`src/hw/rtl/scm_pkg.sv`:
```
// ----------------------------------------------------------------------------
// Spiral colour match search: shared package
// Field widths, register indexes, the queue word and queue status types.
// ----------------------------------------------------------------------------
package scm_pkg;

   localparam int COLOUR_W    = 8;
   localparam int COORD_W     = 12;
   localparam int CSR_INDEX_W = 4;
   localparam int CSR_DATA_W  = 12;

   // Spiral arithmetic: offsets are 13-bit signed, held at 15 bits so that
   // doubling and negation never overflow.
   localparam int OFS_W  = 15;
   localparam int RUN_W  = 14;
   localparam int ADD_W  = 14;
   localparam int STEP_W = 2 * RUN_W;

   localparam int DEF_WALK_SIDE = 150;

   localparam int QUEUE_DEPTH = 4;
   localparam int QPTR_W      = $clog2(QUEUE_DEPTH);
   localparam int QCNT_W      = $clog2(QUEUE_DEPTH + 1);

   localparam logic [CSR_INDEX_W-1:0] REG_RED_LOW    = 4'd0;
   localparam logic [CSR_INDEX_W-1:0] REG_RED_HIGH   = 4'd1;
   localparam logic [CSR_INDEX_W-1:0] REG_GREEN_LOW  = 4'd2;
   localparam logic [CSR_INDEX_W-1:0] REG_GREEN_HIGH = 4'd3;
   localparam logic [CSR_INDEX_W-1:0] REG_BLUE_LOW   = 4'd4;
   localparam logic [CSR_INDEX_W-1:0] REG_BLUE_HIGH  = 4'd5;
   localparam logic [CSR_INDEX_W-1:0] REG_CENTRE_COL = 4'd6;
   localparam logic [CSR_INDEX_W-1:0] REG_CENTRE_ROW = 4'd7;

   // One classified pixel on its way from front to back.
   typedef struct packed {
      logic               hit;
      logic               last;
      logic [RUN_W-1:0]   run_len;
      logic [ADD_W-1:0]   run_add;
      logic [COORD_W-1:0] col;
      logic [COORD_W-1:0] row;
   } scm_item_type;

   typedef struct packed {
      logic full;
      logic empty;
   } scm_qstat_type;

endpackage

```
`src/hw/rtl/scm_front.sv`:
```
// ----------------------------------------------------------------------------
// Spiral colour match search: front end
// Holds the configuration registers, takes pixels in and classifies them:
// colour box test, spiral run selection, run length and offset along it.
// ----------------------------------------------------------------------------
module scm_front
   import scm_pkg::*;
(
   input  logic                   clock,
   input  logic                   reset,
   input  logic                   req_valid,
   output logic                   req_stall,
   input  logic [COLOUR_W-1:0]    req_red,
   input  logic [COLOUR_W-1:0]    req_green,
   input  logic [COLOUR_W-1:0]    req_blue,
   input  logic [COORD_W-1:0]     req_pixel_col,
   input  logic [COORD_W-1:0]     req_pixel_row,
   input  logic                   req_frame_end,
   input  logic                   csr_valid,
   output logic                   csr_ready,
   input  logic [CSR_INDEX_W-1:0] csr_index,
   input  logic [CSR_DATA_W-1:0]  csr_wdata,
   input  scm_qstat_type          qstat,
   output logic                   push,
   output scm_item_type           push_item
);

   localparam logic signed [OFS_W-1:0] ZERO = '0;
   localparam logic signed [OFS_W-1:0] ONE  = OFS_W'(1);
   localparam logic signed [OFS_W-1:0] TWO  = OFS_W'(2);

   logic [COLOUR_W-1:0] red_low_ff, red_high_ff, green_low_ff, green_high_ff;
   logic [COLOUR_W-1:0] blue_low_ff, blue_high_ff;
   logic [COORD_W-1:0]  centre_col_ff, centre_row_ff;

   logic                valid_ff, valid_in;
   logic [COLOUR_W-1:0] red_ff, green_ff, blue_ff;
   logic [COORD_W-1:0]  col_ff, row_ff;
   logic                last_ff;

   logic                    accept;
   logic                    colour_ok;
   logic                    on_run;
   logic signed [OFS_W-1:0] x, y, n_s, add_s;

   assign csr_ready = 1'b1;

   always_ff @(posedge clock) begin
      if (reset) begin
         red_low_ff     <= '0;
         red_high_ff    <= '0;
         green_low_ff   <= '0;
         green_high_ff  <= '0;
         blue_low_ff    <= '0;
         blue_high_ff   <= '0;
         centre_col_ff  <= '0;
         centre_row_ff  <= '0;
      end else if (csr_valid && csr_ready) begin
         case (csr_index)
            REG_RED_LOW:    red_low_ff    <= csr_wdata[COLOUR_W-1:0];
            REG_RED_HIGH:   red_high_ff   <= csr_wdata[COLOUR_W-1:0];
            REG_GREEN_LOW:  green_low_ff  <= csr_wdata[COLOUR_W-1:0];
            REG_GREEN_HIGH: green_high_ff <= csr_wdata[COLOUR_W-1:0];
            REG_BLUE_LOW:   blue_low_ff   <= csr_wdata[COLOUR_W-1:0];
            REG_BLUE_HIGH:  blue_high_ff  <= csr_wdata[COLOUR_W-1:0];
            REG_CENTRE_COL: centre_col_ff <= csr_wdata[COORD_W-1:0];
            REG_CENTRE_ROW: centre_row_ff <= csr_wdata[COORD_W-1:0];
            default: ;
         endcase
      end
   end

   // The input register empties into the queue whenever the queue has room.
   assign push      = valid_ff && !qstat.full;
   assign req_stall = valid_ff && qstat.full;
   assign accept    = req_valid && !req_stall;

   always_comb begin
      valid_in = valid_ff;
      if (accept) begin
         valid_in = 1'b1;
      end else if (push) begin
         valid_in = 1'b0;
      end
   end

   always_ff @(posedge clock) begin
      if (reset) begin
         valid_ff <= 1'b0;
      end else begin
         valid_ff <= valid_in;
      end
   end

   always_ff @(posedge clock) begin
      if (accept) begin
         red_ff   <= req_red;
         green_ff <= req_green;
         blue_ff  <= req_blue;
         col_ff   <= req_pixel_col;
         row_ff   <= req_pixel_row;
         last_ff  <= req_frame_end;
      end
   end

   assign colour_ok = (red_ff   >= red_low_ff)   && (red_ff   <= red_high_ff)   &&
                      (green_ff >= green_low_ff) && (green_ff <= green_high_ff) &&
                      (blue_ff  >= blue_low_ff)  && (blue_ff  <= blue_high_ff);

   // Offsets from the centre, y growing downward. The four runs are tried
   // in walk order, so a corner belongs to the first run that claims it.
   always_comb begin
      x      = $signed({3'b000, col_ff}) - $signed({3'b000, centre_col_ff});
      y      = $signed({3'b000, row_ff}) - $signed({3'b000, centre_row_ff});
      on_run = 1'b1;
      n_s    = ZERO;
      add_s  = ZERO;
      if (x <= ZERO && y >= x - ONE && y <= -x - ONE) begin
         n_s   = ONE - (x <<< 1);
         add_s = -x - y;
      end else if (y <= -ONE && x >= y + TWO && x <= -y) begin
         n_s   = -(y <<< 1) - ONE;
         add_s = n_s + x - y - ONE;
      end else if (x >= ONE && y >= ONE - x && y <= x) begin
         n_s   = x <<< 1;
         add_s = x + y;
      end else if (y >= ONE && x >= -y && x <= y - ONE) begin
         n_s   = y <<< 1;
         add_s = n_s + y - x;
      end else begin
         on_run = 1'b0;
      end
   end

   always_comb begin
      push_item.hit     = colour_ok && on_run;
      push_item.last    = last_ff;
      push_item.run_len = n_s[RUN_W-1:0];
      push_item.run_add = add_s[ADD_W-1:0];
      push_item.col     = col_ff;
      push_item.row     = row_ff;
   end

endmodule

```
`src/hw/rtl/scm_queue.sv`:
```
// ----------------------------------------------------------------------------
// Spiral colour match search: decoupling queue
// A short first-in first-out store of classified pixels between front and back.
// ----------------------------------------------------------------------------
module scm_queue
   import scm_pkg::*;
(
   input  logic          clock,
   input  logic          reset,
   input  logic          push,
   input  scm_item_type  push_item,
   input  logic          pop,
   output scm_item_type  pop_item,
   output scm_qstat_type qstat
);

   scm_item_type        slot_ff [QUEUE_DEPTH];
   logic [QPTR_W-1:0]   wr_ptr_ff, rd_ptr_ff;
   logic [QCNT_W-1:0]   count_ff, count_in;

   always_comb begin
      qstat.full  = (count_ff == QCNT_W'(QUEUE_DEPTH));
      qstat.empty = (count_ff == '0);
   end

   assign pop_item = slot_ff[rd_ptr_ff];

   always_comb begin
      count_in = count_ff;
      if (push && !pop) begin
         count_in = count_ff + QCNT_W'(1);
      end else if (pop && !push) begin
         count_in = count_ff - QCNT_W'(1);
      end
   end

   always_ff @(posedge clock) begin
      if (reset) begin
         wr_ptr_ff <= '0;
         rd_ptr_ff <= '0;
         count_ff  <= '0;
      end else begin
         count_ff <= count_in;
         if (push) begin
            wr_ptr_ff <= wr_ptr_ff + QPTR_W'(1);
         end
         if (pop) begin
            rd_ptr_ff <= rd_ptr_ff + QPTR_W'(1);
         end
      end
   end

   always_ff @(posedge clock) begin
      if (push) begin
         slot_ff[wr_ptr_ff] <= push_item;
      end
   end

endmodule

```
`src/hw/rtl/scm_back.sv`:
```
// ----------------------------------------------------------------------------
// Spiral colour match search: back end
// Turns run length and offset into a walk rank, keeps the lowest-rank match
// and delivers the frame result through an output register.
// ----------------------------------------------------------------------------
module scm_back
   import scm_pkg::*;
#(
   parameter int WALK_SIDE = DEF_WALK_SIDE
)
(
   input  logic                clock,
   input  logic                reset,
   input  scm_qstat_type       qstat,
   input  scm_item_type        pop_item,
   output logic                pop,
   output logic                rsp_valid,
   input  logic                rsp_stall,
   output logic                rsp_found,
   output logic [COORD_W-1:0]  rsp_match_col,
   output logic [COORD_W-1:0]  rsp_match_row
);

   localparam int WALK_LEN = WALK_SIDE * WALK_SIDE;
   localparam int RANK_W   = $clog2(WALK_LEN);

   logic                adv;

   logic                s1_valid_ff;
   logic                s1_hit_ff, s1_last_ff;
   logic [STEP_W-1:0]   s1_prod_ff;
   logic [ADD_W-1:0]    s1_add_ff;
   logic [COORD_W-1:0]  s1_col_ff, s1_row_ff;

   logic [RANK_W-1:0]   best_rank_ff;
   logic [COORD_W-1:0]  best_col_ff, best_row_ff;
   logic                have_ff;

   logic                rsp_valid_ff;
   logic                found_ff;
   logic [COORD_W-1:0]  match_col_ff, match_row_ff;

   logic [STEP_W-1:0]   step;
   logic [RANK_W-1:0]   rank;
   logic                in_walk, better;
   logic                have_in;
   logic [COORD_W-1:0]  col_in, row_in;

   // The whole back end moves only when the output register can take a word.
   assign adv = !rsp_valid_ff || !rsp_stall;
   assign pop = adv && !qstat.empty;

   always_ff @(posedge clock) begin
      if (reset) begin
         s1_valid_ff <= 1'b0;
      end else if (adv) begin
         s1_valid_ff <= !qstat.empty;
      end
   end

   always_ff @(posedge clock) begin
      if (pop) begin
         s1_hit_ff  <= pop_item.hit;
         s1_last_ff <= pop_item.last;
         s1_prod_ff <= STEP_W'(pop_item.run_len) *
                       (STEP_W'(pop_item.run_len) - STEP_W'(1));
         s1_add_ff  <= pop_item.run_add;
         s1_col_ff  <= pop_item.col;
         s1_row_ff  <= pop_item.row;
      end
   end

   always_comb begin
      step    = s1_prod_ff + STEP_W'(s1_add_ff);
      rank    = RANK_W'(step - STEP_W'(1));
      in_walk = s1_hit_ff && (step != '0) && (step <= STEP_W'(WALK_LEN));
      better  = in_walk && (!have_ff || rank < best_rank_ff);
      have_in = have_ff || better;
      col_in  = better ? s1_col_ff : best_col_ff;
      row_in  = better ? s1_row_ff : best_row_ff;
   end

   always_ff @(posedge clock) begin
      if (reset) begin
         best_rank_ff <= '1;
         best_col_ff  <= '0;
         best_row_ff  <= '0;
         have_ff      <= 1'b0;
      end else if (adv && s1_valid_ff) begin
         if (s1_last_ff) begin
            best_rank_ff <= '1;
            best_col_ff  <= '0;
            best_row_ff  <= '0;
            have_ff      <= 1'b0;
         end else if (better) begin
            best_rank_ff <= rank;
            best_col_ff  <= s1_col_ff;
            best_row_ff  <= s1_row_ff;
            have_ff      <= 1'b1;
         end
      end
   end

   always_ff @(posedge clock) begin
      if (reset) begin
         rsp_valid_ff <= 1'b0;
      end else if (adv) begin
         rsp_valid_ff <= s1_valid_ff && s1_last_ff;
      end
   end

   always_ff @(posedge clock) begin
      if (adv && s1_valid_ff && s1_last_ff) begin
         found_ff     <= have_in;
         match_col_ff <= have_in ? col_in : '0;
         match_row_ff <= have_in ? row_in : '0;
      end
   end

   assign rsp_valid     = rsp_valid_ff;
   assign rsp_found     = found_ff;
   assign rsp_match_col = match_col_ff;
   assign rsp_match_row = match_row_ff;

endmodule

```
`src/hw/rtl/spiral_color_match_search_core.sv`:
```
// ----------------------------------------------------------------------------
// Spiral colour match search core
// Finds the colour-box match that comes first in a square spiral walk.
// ----------------------------------------------------------------------------
// Pixels enter on the req_ channel, one word per pixel with its colour,
// column, row and an end-of-frame flag; a word is taken at a clock edge
// where req_valid is high and req_stall is low. The csr_ channel writes the
// colour bounds and the spiral centre by register index; it is always ready
// and should be written only while no frame is in flight.
// One pixel is taken every cycle while req_stall is low. The front end
// registers and classifies a pixel, a four-word queue decouples it from the
// back end, which spends one stage on the run-length multiply and one on
// the rank compare and update. The frame result reaches the rsp_ channel
// through the input register, the queue, the multiply stage and the output
// register, where it is held until rsp_stall is low. While that register is
// stalled the back end waits, the queue fills and req_stall rises once it
// and the input register are full. Reset clears the configuration registers,
// the queue and the kept match; no result is pending afterwards.
// ----------------------------------------------------------------------------
module spiral_color_match_search_core
   import scm_pkg::*;
#(
   parameter int WALK_SIDE = DEF_WALK_SIDE
)
(
   input  logic                   clock,
   input  logic                   reset,
   input  logic                   req_valid,
   output logic                   req_stall,
   input  logic [COLOUR_W-1:0]    req_red,
   input  logic [COLOUR_W-1:0]    req_green,
   input  logic [COLOUR_W-1:0]    req_blue,
   input  logic [COORD_W-1:0]     req_pixel_col,
   input  logic [COORD_W-1:0]     req_pixel_row,
   input  logic                   req_frame_end,
   output logic                   rsp_valid,
   input  logic                   rsp_stall,
   output logic                   rsp_found,
   output logic [COORD_W-1:0]     rsp_match_col,
   output logic [COORD_W-1:0]     rsp_match_row,
   input  logic                   csr_valid,
   output logic                   csr_ready,
   input  logic [CSR_INDEX_W-1:0] csr_index,
   input  logic [CSR_DATA_W-1:0]  csr_wdata
);

   logic          push, pop;
   scm_item_type  push_item, pop_item;
   scm_qstat_type qstat;

   scm_front u_front (
      .clock         (clock),
      .reset         (reset),
      .req_valid     (req_valid),
      .req_stall     (req_stall),
      .req_red       (req_red),
      .req_green     (req_green),
      .req_blue      (req_blue),
      .req_pixel_col (req_pixel_col),
      .req_pixel_row (req_pixel_row),
      .req_frame_end (req_frame_end),
      .csr_valid     (csr_valid),
      .csr_ready     (csr_ready),
      .csr_index     (csr_index),
      .csr_wdata     (csr_wdata),
      .qstat         (qstat),
      .push          (push),
      .push_item     (push_item)
   );

   scm_queue u_queue (
      .clock     (clock),
      .reset     (reset),
      .push      (push),
      .push_item (push_item),
      .pop       (pop),
      .pop_item  (pop_item),
      .qstat     (qstat)
   );

   scm_back #(
      .WALK_SIDE (WALK_SIDE)
   ) u_back (
      .clock         (clock),
      .reset         (reset),
      .qstat         (qstat),
      .pop_item      (pop_item),
      .pop           (pop),
      .rsp_valid     (rsp_valid),
      .rsp_stall     (rsp_stall),
      .rsp_found     (rsp_found),
      .rsp_match_col (rsp_match_col),
      .rsp_match_row (rsp_match_row)
   );

endmodule
```
`config.mk`:
```
export PLATFORM = sky130hd
export DESIGN_NAME = spiral_color_match_search_core
export DESIGN_NICKNAME = d
export VERILOG_FILES = /design/src/hw/rtl/scm_pkg.sv /design/src/hw/rtl/scm_front.sv /design/src/hw/rtl/scm_queue.sv /design/src/hw/rtl/scm_back.sv /design/src/hw/rtl/spiral_color_match_search_core.sv
export SDC_FILE = /design/constraint.sdc
export NUM_CORES = 1
export LEC_CHECK = 0
export BUFFER_PORTS_ARGS = -buffer_cell sky130_fd_sc_hd__buf_2
export CAP_MARGIN = 20
export CORE_MARGIN = 4
export CORE_UTILIZATION = 25
export CTS_CLUSTER_SIZE = 8
export DETAILED_ROUTE_END_ITERATION = 8
export SETUP_SLACK_MARGIN = 0.15
export SLEW_MARGIN = 10
export SYNTH_ARGS = -nofsm -noshare
export SYNTH_HDL_FRONTEND = slang
export SYNTH_SLANG_ARGS = --single-unit
```
`constraint.sdc`:
```
create_clock -name clock -period 13 [get_ports clock]
set_clock_uncertainty 0.2 [all_clocks]
set_input_delay 2.6 -clock clock [delete_from_list [all_inputs] [get_ports clock]]
set_output_delay 2.6 -clock clock [all_outputs]
set_load 0.005 [all_outputs]
```
======== Yosys cells after proc, flatten, opt, wreduce, memory -nomap -nowiden ========
Memory sizes are Yosys's and may differ from the RTL's. A register that Yosys moved wholly into a read port is not among the register bits.
Index checks and enable logic that the tools add are counted.
Widths: inputs -> output; s select.
word-level totals
  output and inout port bits .............. 28
  latch bits .............................. 0
  register bits ........................... 264
  memories ................................ 1
  bits in writable memories ............... 216
  bits in read-only memories .............. 0
operators by class
  add/subtract/negate cells ............... 26
  $lt $le $gt $ge ......................... 20
  shift operators ......................... 0
  equality and inequality tests ........... 8
  $mul .................................... 1
  reduce and logical (&&, ||, !) cells .... 52
  mux-type cells .......................... 28
  divide/modulo/power cells ............... 0
  bitwise operators ....................... 0
memory list
  memory           depth  width  rd ports  clocked after memory_dff  wr ports  RTL line         RTL
  u_queue.slot_ff  4      54     1         1                         1         scm_queue.sv:17  scm_item_type slot_ff [QUEUE_DEPTH];
operators with widths
  operator               number
  $mux 14                8
  $mux 12                4
  $ge 13x14->1           3
  $sub 14x13->14         3
  $le 13x15->1           2
  $mux 15                2
  $neg 13->15            2
  $add 14x13->14         2
  $add 28x14->28         1
  $le 28x15->1 const B   1
  $mul 14x28->28         1
  $reduce_bool 28->1     1
  $sub 13x2->14 const B  2
  $sub 14x2->14 const B  2
  $ge 13x2->1 const B    2
  $le 13x1->1 const B    2
  $logic_and 1x1->1      26
  $sub 12x12->13         2
  $ge 8x8->1             3
  $le 8x8->1             3
  $reduce_and 2->1       9
  $eq 4x3->1 const B     4
  $ge 13x15->1           1
  $lt 15x15->1           1
  other kinds (24)       48

======== Depth between registers and ports, before layout ========
Gate-level depths: netlist of the first run.
  word-level depth ........................ 10
  gate-level depth with buffers ........... 35
  depth with buffers taken out ............ 31

======== Modules after synthesis ========
From an unflattened synthesis of the first run, not the netlist that was laid out.
unflattened totals
  cells, all modules ...................... 3352
  area total of the unflattened synthesis .. 36341.1 um^2
by module, submodules not included
  module     instances  cells each  area each (um^2)
  scm_front  1          1646        14134.8
  scm_back   1          1380        13918.3
  scm_queue  1          326         8287.9

======== Worst setup path before layout of the first run ========
OpenSTA, ideal clock, no wires.
  path kind ............................... register to register
  start point ............................. register with a tool-made name
  end point ............................... register u_back.s1_prod_ff[27], data pin
  required time ........................... 12.540 ns
  period minus slack after synthesis ...... 9.453 ns
  data arrival time ....................... 8.993 ns
  cell stages (with the launch flop) ...... 33
  slack ................................... 3.547 ns
  buffers on the path ..................... 4
  cells stage by stage .................... dfxtp_1 buf_2 buf_1 mux2_2 o21ai_1 clkbuf_1 ha_1 nand3_1 or3_1 or3_1 or3_1 nand2b_1 ha_1 clkbuf_1 nor2_1 fa_1 inv_1 fa_1 inv_1 fa_1 fa_1 fa_1 inv_1 fa_1 inv_1 ha_1 and4_1 a211o_1 a41o_1 o21ba_2 a211o_1 a21oi_1 xnor2_1
RTL lines
  what                  RTL line        RTL
  end signal, assigned  scm_back.sv:65  s1_prod_ff <= STEP_W'(pop_item.run_len) *
  end, declared         scm_back.sv:31  logic [STEP_W-1:0] s1_prod_ff;

==> impl_metrics.json, run 1 <==
{
  "grtUsageTotal_pct": 12.20,
  "synth_top_flop_cell": "edfxtp_1",
  "rsz0062_at_grt": "no",
  "drt_iter0_drc": 1573,
  "path_buf_inv": 5,
  "core_um2": 141800,
  "setup-violations-final": 0,
  "path_delay_family": "adder cells",
  "fp-row-count": 138,
  "initial_core_util_pct": 25.23,
  "outcome": "finished clean",
  "cpPeakStageDelay_ps": 600,
  "ant_nets": 0,
  "postCtsSetupRepairBufs": 0,
  "synth-seq-area-share_pct": 36.92,
  "grt_max_degree": 84,
  "wirelength_met1_um": 40770,
  "cpMaxStageDelayCell": "ha_1",
  "nets": 4058,
  "synth_cell_types": 96,
  "hp-class": "reg -> reg",
  "final_max_slew_viol_count": 0,
  "grt_pass1_vias": 24930,
  "root_buffer": "clkbuf_16",
  "met2_length_um": 42360,
  "fmax_ghz": 0.1037,
  "cts_made_buffers": 71,
  "io_pins": 98,
  "grt_pass1_wl_um": 143500,
  "synth_warnings": 0,
  "htree_num_levels": 3,
  "port_buffers": 96,
  "die_y_um": 386.2,
  "worstSetupPathType": "reg -> reg",
  "gp_congestion": 0.8876,
  "synth-edff-count": 357,
  "startpoint_type": "flip-flop",
  "tns_ps": 0,
  "synthCells": 3274,
  "ys_ff_latch": 481,
  "gr-total-overflow": 0,
  "fin_crit_sh_pct": 74.17,
  "cts.sinks": 481,
  "worst_slew_pin_slew_ps": 1098,
  "cts_tree": "done",
  "routed-wl-met3_um": 5327,
  "clock_path_buffers": 3,
  "top_layer_used": "met5",
  "drc": 0,
  "wl_per_cell_um": 16.97,
  "syn2layout_area_growth_pct": 14.15,
  "arrival_ps": 9770,
  "cts_hold_buffers": 0,
  "maxCapViolCount": 0,
  "hold_viol_final": 0,
  "worstSkewPairLatency_ps": 600,
  "antenna_found_initial": 9,
  "synth_area_um2": 35760,
  "viasPerCell": 4.576,
  "slew_headroom_pct": 26.83,
  "critPathMaxFanout": 23,
  "cts_resized": 0,
  "dieArea_um2": 149200,
  "place_hpwl_um": 66870,
  "die_w_um": 386.2,
  "async_reset_ff_share_pct": 0,
  "clk_pin_slew_worst_paths_ps": 50,
  "drive_gt1_share_pct": 10.19,
  "worstSetupEndpointType": "flip-flop",
  "timing.final.crit_period_ps": 9642,
  "cpMostUsedCell": "fa_1",
  "worstPathRequired_ps": 13120,
  "wl_um": 90780,
  "dr.pass1.iters": 6,
  "avgSynthCellArea_um2": 10.92,
  "num_vias": 24480
}
==> layout by cell type, fill, tap and decap left out, types with 49 or more instances in the layout <==
| master | synthesis | final |
|---|---|---|
| a21o_1 | 57 | 57 |
| a21oi_1 | 103 | 102 |
| a22o_1 | 49 | 49 |
| buf_2 | 8 | 97 |
| clkbuf_16 | 0 | 74 |
| dfxtp_1 | 124 | 122 |
| edfxtp_1 | 357 | 357 |
| fa_1 | 230 | 230 |
| ha_1 | 350 | 350 |
| inv_1 | 423 | 422 |
| mux2i_1 | 97 | 97 |
| nand2_1 | 136 | 136 |
| nand2b_1 | 104 | 104 |
| nand3_1 | 49 | 49 |
| nor2_1 | 266 | 266 |
| o21ai_0 | 81 | 79 |
| xnor2_1 | 140 | 137 |
| xor2_1 | 50 | 50 |
==> state kept, by name, indices dropped and copies added, names as in the netlist, 12 cells and up, named ones only <==
name / count
u_queue.slot_ff: 216
u_back.s1_prod_ff: 27
u_back.best_rank_ff: 15
u_back.s1_add_ff: 14
u_back.best_col_ff: 12
u_back.best_row_ff: 12
u_back.rsp_match_col: 12
u_back.rsp_match_row: 12
u_back.s1_col_ff: 12
u_back.s1_row_ff: 12
u_front.centre_col_ff: 12
u_front.centre_row_ff: 12
u_front.col_ff: 12
u_front.row_ff: 12
==> synth_stat cells, types with 28 or more instances <==
library cell | instances | area, um2
a21o_1 | 57 | 427.9
a21oi_1 | 103 | 515.5
a22o_1 | 49 | 429.2
clkbuf_1 | 82 | 307.8
dfxtp_1 | 124 | 2482
edfxtp_1 | 357 | 10720
fa_1 | 230 | 4604
ha_1 | 350 | 4379
inv_1 | 423 | 1588
mux2i_1 | 97 | 970.9
mux4_2 | 46 | 1036
nand2_1 | 136 | 510.5
nand2b_1 | 104 | 650.6
nand3_1 | 49 | 245.2
nand4_1 | 28 | 175.2
nor2_1 | 266 | 998.5
nor2b_1 | 40 | 250.2
nor3_1 | 44 | 220.2
o21ai_0 | 81 | 405.4
xnor2_1 | 140 | 1226
xor2_1 | 50 | 437.9
==> layout make-up <==
class | count | area (um2)
clock buffers | 112 | 1994
diodes | 5 | 12.51
inverters | 429 | 1610
clock inverters | 7 | 78.83
multi-input cells | 2279 | 20670
fillers | 14580 | 100900
repair buffers | 146 | 884.6
well taps | 1890 | 2365
flip-flops and latches | 481 | 13210
==> logic make-up after synthesis <==
| group | after synthesis | synth area share [%] |
|---|---|---|
| other cells | 2 | 0.02100 |
| simple gates | 804 | 11.31 |
| fa+ha+maj | 581 | 25.15 |
| mux | 152 | 5.895 |
| compound gates | 524 | 10.08 |
| flops | 481 | 36.92 |
| xor+xnor | 196 | 4.926 |
| buf+inv | 534 | 5.706 |
==> metal layers <==
| layer | vias to the layer above | GRT usage, % |
|---|---|---|
| met4 | 6 | 3.330 |
| li1 | 11660 | - |
| met3 | 155 | 2.197 |
| met1 | 12020 | 16.43 |
| met2 | 639 | 20.13 |
| met5 | - | 0 |
==> tightest hold or removal path: stages (launching register included) <==
cell and delay, ps:
dfxtp_1 290, inv_1 60, a2bb2oi_1 50
==> path summary, 6_finish.rpt <==
check	slack, ps	cells after the start	from	end
setup / recovery	3360	29	flip-flop	u_back.s1_prod_ff[26]
hold / removal	260	2	u_back.best_rank_ff[12]	u_back.best_rank_ff[12]
setup reg to reg	3360	29	flip-flop	u_back.s1_prod_ff[26]
hold reg to reg	260	2	u_back.best_rank_ff[12]	u_back.best_rank_ff[12]
==> stage by stage <==
stage / worst slack, ps / std cells / hold WS [ps] / instance area, um2 / util (%)
final: 3358 / 5349 / 256.9 / 40830 / 28.80
after CTS: 3452 / 5341 / 260.1 / 40770 / 28.76
after floorplan: 3547 / 3294 / 236.8 / 35840 / -
after detailed placement: 3473 / 5222 / 253.0 / 38690 / 27.29
after global placement: 3599 / 5221 / 247.0 / 38680 / 27.29
after global routing: 2858 / 5346 / 277.5 / 40820 / 28.79
Power of run 1 is not shown: default switching activity piles up to over one toggle a cycle in this logic, so the estimate is an artifact.
==> run 2, diff against run 1 <==
==> constraint.sdc (replaced) <==
create_clock -name clock -period 8.77 [get_ports clock]
set_clock_uncertainty 0.2 [all_clocks]
set_input_delay 1.754 -clock clock [delete_from_list [all_inputs] [get_ports clock]]
set_output_delay 1.754 -clock clock [all_outputs]
set_load 0.005 [all_outputs]
==> run 2 against run 1 <==
Compared with the run above:
- cell area grew 1.9%
- register-to-register slack lost 2900 ps
- critical path type unchanged
- clock-buffer cell count grew 12
- via count grew 1.2%
- critical path depth shrank 2
- largest cell class unchanged
- maximum frequency grew 15%
- core utilization grew 0.55 points
- setup slack lost 2900 ps
- non-clock buffer count grew 45
- first-iteration DRC count grew 9.8%
- die area is the same
- highest routed layer unchanged
==> impl_metrics.json, run 2 (synthesis gave the netlist of run 1 again) <==
{
  "hp-class": "reg -> reg",
  "fmax_ghz": 0.1197,
  "regMostFlops": "u_queue.slot_ff",
  "antenna_cells": 0,
  "critPathMaxFanout": 7,
  "port_buffers": 96,
  "worstSetupEndpointType": "flip-flop",
  "dr.pass1.iters": 5,
  "top_regs": "u_queue.slot_ff (216), u_back.s1_prod_ff (27), u_back.best_rank_ff (15)",
  "met1_usage_pct": 16.67,
  "cpPeakStageDelay_ps": 550,
  "tns_ps": 0,
  "outcome": "finished clean",
  "dieArea_um2": 149200,
  "htree_num_levels": 3,
  "min_to": "u_back.best_rank_ff[5]",
  "startpoint_type": "flip-flop",
  "grt_pass1_wl_um": 144600,
  "r2r_setup_slack_ps": 420,
  "grt_pass1_vias": 24960,
  "clk_pin_slew_worst_paths_ps": 50,
  "drt_iter0_drc": 1727,
  "cpMostUsedCell": "fa_1",
  "worstPathRequired_ps": 8890,
  "root_buffer": "clkbuf_16",
  "final_common_cell": "inv_1",
  "maxCapViolCount": 0,
  "wl_um": 92710,
  "num-fill-cells": 14500,
  "drive_gt1_share_pct": 12.36,
  "reg2reg_depth": 27,
  "slew_headroom_pct": 25.79,
  "grtUsageTotal_pct": 12.37,
  "r2r-end": "u_back.s1_prod_ff[27]",
  "layout_common_cells": "inv_1, edfxtp_1, ha_1",
  "worstSetupPathType": "reg -> reg",
  "hold_viol_final": 0,
  "ant_nets": 0,
  "rsz0062_at_grt": "no",
  "setup-violations-final": 0,
  "top_usage_layer": "met2",
  "regArea_um2": 13210,
  "wl_per_cell_um": 17.16,
  "fp-row-count": 138,
  "syn2layout_area_growth_pct": 16.32,
  "die_y_um": 386.2,
  "viasPerCell": 4.585,
  "arrival_ps": 8480,
  "initial_core_util_pct": 25.23,
  "multi_input_area_um2": 20940,
  "use_met2_pct": 20.57,
  "final_max_slew_viol_count": 0,
  "grt_max_degree": 75,
  "place_hpwl_um": 68860,
  "core_um2": 141800,
  "clock_path_buffers": 3,
  "antenna_found_initial": 3,
  "timing.final.crit_period_ps": 8353,
  "num_vias": 24770,
  "cts_made_buffers": 71,
  "cts_tree": "done",
  "gr-total-overflow": 0,
  "worstSkewPairLatency_ps": 630,
  "largest_reg_flops": 216,
  "drc": 0,
  "gr-usage-met3_pct": 1.757,
  "hp-start": "u_back.best_rank_ff[5]",
  "die_w_um": 386.2,
  "io_pins": 98,
  "fin_crit_sh_pct": 95.24,
  "worst_slew_pin_slew_ps": 1103,
  "gp_congestion": 0.8937,
  "cts.sinks": 481,
  "whs_path_depth": 2,
  "cpMaxStageDelayCell": "mux4_2",
  "nets": 4103
}
run 2: cell count changes in the layout (fill, tap and decap cells not counted), sizes merged:
cell      change
buf          +44
clkbuf       +13
diode         -5
clkinv        +1
clkinvlp      +1
inv           -1
run 2: repair_timing:
| action | CTS | global route |
|---|---|---|
| endpoints found under the setup margin | 1 | 9 |
| buffers inserted | 2 | 5 |
| hold buffers | 0 | 0 |
| pin swaps | 0 | 28 |
| resized for setup | 2 | 44 |
run 2: per-stage QoR:
| stage | setup slack, ps | cells | hold slack [ps] | instance area (um2) | utilization [%] |
|---|---|---|---|---|---|
| 6_report | 417.1 | 5402 | 256.2 | 41600 | 29.35 |
| 5_1_grt | 124.2 | 5402 | 275.8 | 41600 | 29.35 |
| 4_1_cts | 164.9 | 5392 | 261.3 | 41230 | 29.08 |
| 3_5_place_dp | 76.06 | 5258 | 252.7 | 38990 | 27.50 |
| 3_3_place_gp | 181.1 | 5258 | 246.3 | 38990 | 27.50 |
| 2_1_floorplan | 164.5 | 3294 | 236.8 | 35900 | - |
run 2: how the worst max path moves through the flow:
stage / from / slack [ps] / depth (start not counted) / to
after floorplan: flip-flop / 160 / 32 / u_back.s1_prod_ff[27]
after global placement: flip-flop / 180 / 27 / u_back.s1_prod_ff[27]
after global routing: flip-flop / 120 / 30 / u_back.s1_prod_ff[27]
final: flip-flop / 420 / 27 / u_back.s1_prod_ff[27]
after CTS: flip-flop / 160 / 29 / u_back.s1_prod_ff[27]
after detailed placement: flip-flop / 80 / 28 / u_back.s1_prod_ff[27]
run 2: final cells by class:
type	instances	share of cell area, %
sequential	481	31.75
clock buffer	124	4.875
tap	1890	5.684
clock inverter	8	0.4120
multi-input combinational	2279	50.32
inverter	429	3.877
timing repair buffer	191	3.080
run 2: worst max-delay path: cells and delay by family, from the launching register on:
kind,cells,cell delay (ps)
AO/OA/AOI/OAI,5,1180
XOR/XNOR,1,70
adder cells (fa/ha/maj),8,3640
buffers and inverters,5,340
flip-flops,1,390
multiplexers,1,550
AND/OR/NAND/NOR,7,1700
run 2: per-layer routing:
metal  vias up  wire length [um]
met5         -                13
met4         2              2839
met1     12270             42080
met2       619             43390
li1      11740                 -
met3       148              4386
Power of run 2 is left out for the same reason.
==> run 3, diff against run 2 <==
--- a/config.mk
+++ b/config.mk
@@ -11,6 +11,7 @@
 export CORE_UTILIZATION = 25
 export CTS_CLUSTER_SIZE = 8
 export DETAILED_ROUTE_END_ITERATION = 8
+export PLACE_DENSITY = 0.47
 export SETUP_SLACK_MARGIN = 0.15
 export SLEW_MARGIN = 10
 export SYNTH_ARGS = -nofsm -noshare
==> run 3 against run 2 <==
Compared with the run above:
- setup slack got worse by 39 ps
- worst hold slack about the same
- final cell count increased by 0.37%
- cell area increased by 0.10%
- die area unchanged
- via count decreased by 1.8%
- clock-buffer cell count decreased by 11
- first-iteration DRC count decreased by 30%
- core utilization about the same
- critical endpoint unchanged
- largest cell class unchanged
==> impl_metrics.json, run 3 (synthesis gave the netlist of run 1 again) <==
{
  "outcome": "finished clean",
  "cts_made_buffers": 71,
  "startpoint_type": "flip-flop",
  "drive_gt1_share_pct": 12.74,
  "layout_common_cells": "inv_1, edfxtp_1, ha_1",
  "top_regs": "u_queue.slot_ff (216), u_back.s1_prod_ff (27), u_back.best_rank_ff (15)",
  "path_delay_family": "adder cells",
  "cpMostUsedCell": "fa_1",
  "cts_hold_buffers": 0,
  "grt_pass1_vias": 25110,
  "final_max_slew_viol_count": 0,
  "wl_per_cell_um": 18.00,
  "htree_num_levels": 3,
  "antenna_found_initial": 13,
  "cts.sinks": 481,
  "grtUsageTotal_pct": 13.11,
  "clk_pin_slew_worst_paths_ps": 50,
  "regMostFlops": "u_queue.slot_ff",
  "syn2layout_area_growth_pct": 16.44,
  "pre_cts_slack_ps": 33.15,
  "drt_iter0_drc": 1205,
  "setup_ws_ps": 378.4,
  "worstSetupPathType": "reg -> reg",
  "path_buf_inv": 5,
  "die_y_um": 386.2,
  "hp-class": "reg -> reg",
  "arrival_ps": 8550,
  "nets": 4124,
  "core_um2": 141800,
  "dieArea_um2": 149200,
  "gr-total-overflow": 0,
  "ant_nets": 0,
  "final_common_cell": "inv_1",
  "grt_max_degree": 77,
  "fin_crit_sh_pct": 95.68,
  "worstPathRequired_ps": 8930,
  "largest_reg_flops": 216,
  "root_buffer": "clkbuf_16",
  "tns_ps": 0,
  "gp_congestion": 0.8661,
  "grt_pass1_wl_um": 151400,
  "num_vias": 24320,
  "initial_core_util_pct": 25.23,
  "maxCapViolCount": 0,
  "fmax_ghz": 0.1192,
  "port_buffers": 96,
  "worstSkewPairLatency_ps": 650,
  "dr.pass1.iters": 6,
  "drc": 0,
  "hold_viol_final": 0,
  "cts_tree": "done",
  "setup-violations-final": 0,
  "cpPeakStageDelay_ps": 560,
  "place_hpwl_um": 74530,
  "wl_um": 97600,
  "timing.final.crit_period_ps": 8392,
  "die_w_um": 386.2,
  "slew_headroom_pct": 27.83,
  "cpMaxStageDelayCell": "mux4_2",
  "fp-row-count": 138,
  "critPathMaxFanout": 7,
  "worstSetupEndpointType": "flip-flop",
  "rsz0062_at_grt": "no",
  "viasPerCell": 4.486,
  "io_pins": 98,
  "worst_slew_pin_slew_ps": 1075,
  "clock_path_buffers": 3
}
==> run 3: changes by cell type in the layout (fill, tap and decap cells not counted), moves of 3 or more <==
cell | previous run | this run
buf_4 | 85 | 109
clkbuf_1 | 50 | 41
diode_2 | 0 | 8
buf_8 | 4 | 1
inv_16 | 0 | 3
==> run 3: through the flow <==
stage	utilization [%]	instances	instance area (um2)	hold WS, ps
6_report	29.38	5422	41640	256.6
5_1_grt	29.37	5417	41630	277.8
4_1_cts	29.20	5408	41400	261.0
3_5_place_dp	27.66	5285	39220	252.8
3_3_place_gp	27.65	5284	39200	248.6
2_1_floorplan	-	3294	35900	236.8
==> run 3: worst paths after layout <==
path | slack [ps] | cells past startpoint | to | from
setup / recovery | 380 | 27 | u_back.s1_prod_ff[27] | flip-flop
setup reg to reg | 380 | 27 | u_back.s1_prod_ff[27] | flip-flop
hold / removal | 260 | 2 | u_back.best_rank_ff[7] | u_back.best_rank_ff[7]
hold reg to reg | 260 | 2 | u_back.best_rank_ff[7] | u_back.best_rank_ff[7]
==> run 3: cell type report <==
cell class	instances	area (um2)
antenna	8	20.02
multi-input combinational	2279	20890
sequential	481	13210
clock inverter	10	205.2
fill	14730	100100
timing repair buffer	212	1401
tap	1890	2365
inverter	429	1613
clock buffer	113	1944
==> run 3: timing repair <==
item / CTS / global route
gates cloned: 0 / 0
setup buffers: 0 / 4
pin swaps: 0 / 25
gates resized for setup: 5 / 31
setup endpoints to repair: 3 / 7
==> run 3: worst register-to-register path: stages (launching register included) <==
cell and delay, ps:
dfxtp_4 410, mux4_2 560, inv_4 80, nand3_1 90
or3_4 340, or3_4 340, or3_4 410, or3_4 390
ha_4 310, nor2_1 70, fa_1 510, inv_1 60
fa_1 530, inv_1 50, fa_1 480, fa_1 520
fa_1 540, inv_1 50, fa_1 490, inv_2 50
ha_4 250, and4_1 150, a211o_1 310, a41o_1 260
o21ba_4 220, a211o_1 270, a21oi_2 130, xnor2_1 70
==> run 3: routing by layer <==
metal | global-route usage (%) | share of wire (%) | vias up
li1 | - | - | 11790
met1 | 17.78 | 47 | 11990
met2 | 21.91 | 47 | 423
met3 | 2.027 | 3.6 | 111
met4 | 3.163 | 2.0 | 8
met5 | 0 | 0.056 | -
Power of run 3 is left out for the same reason.
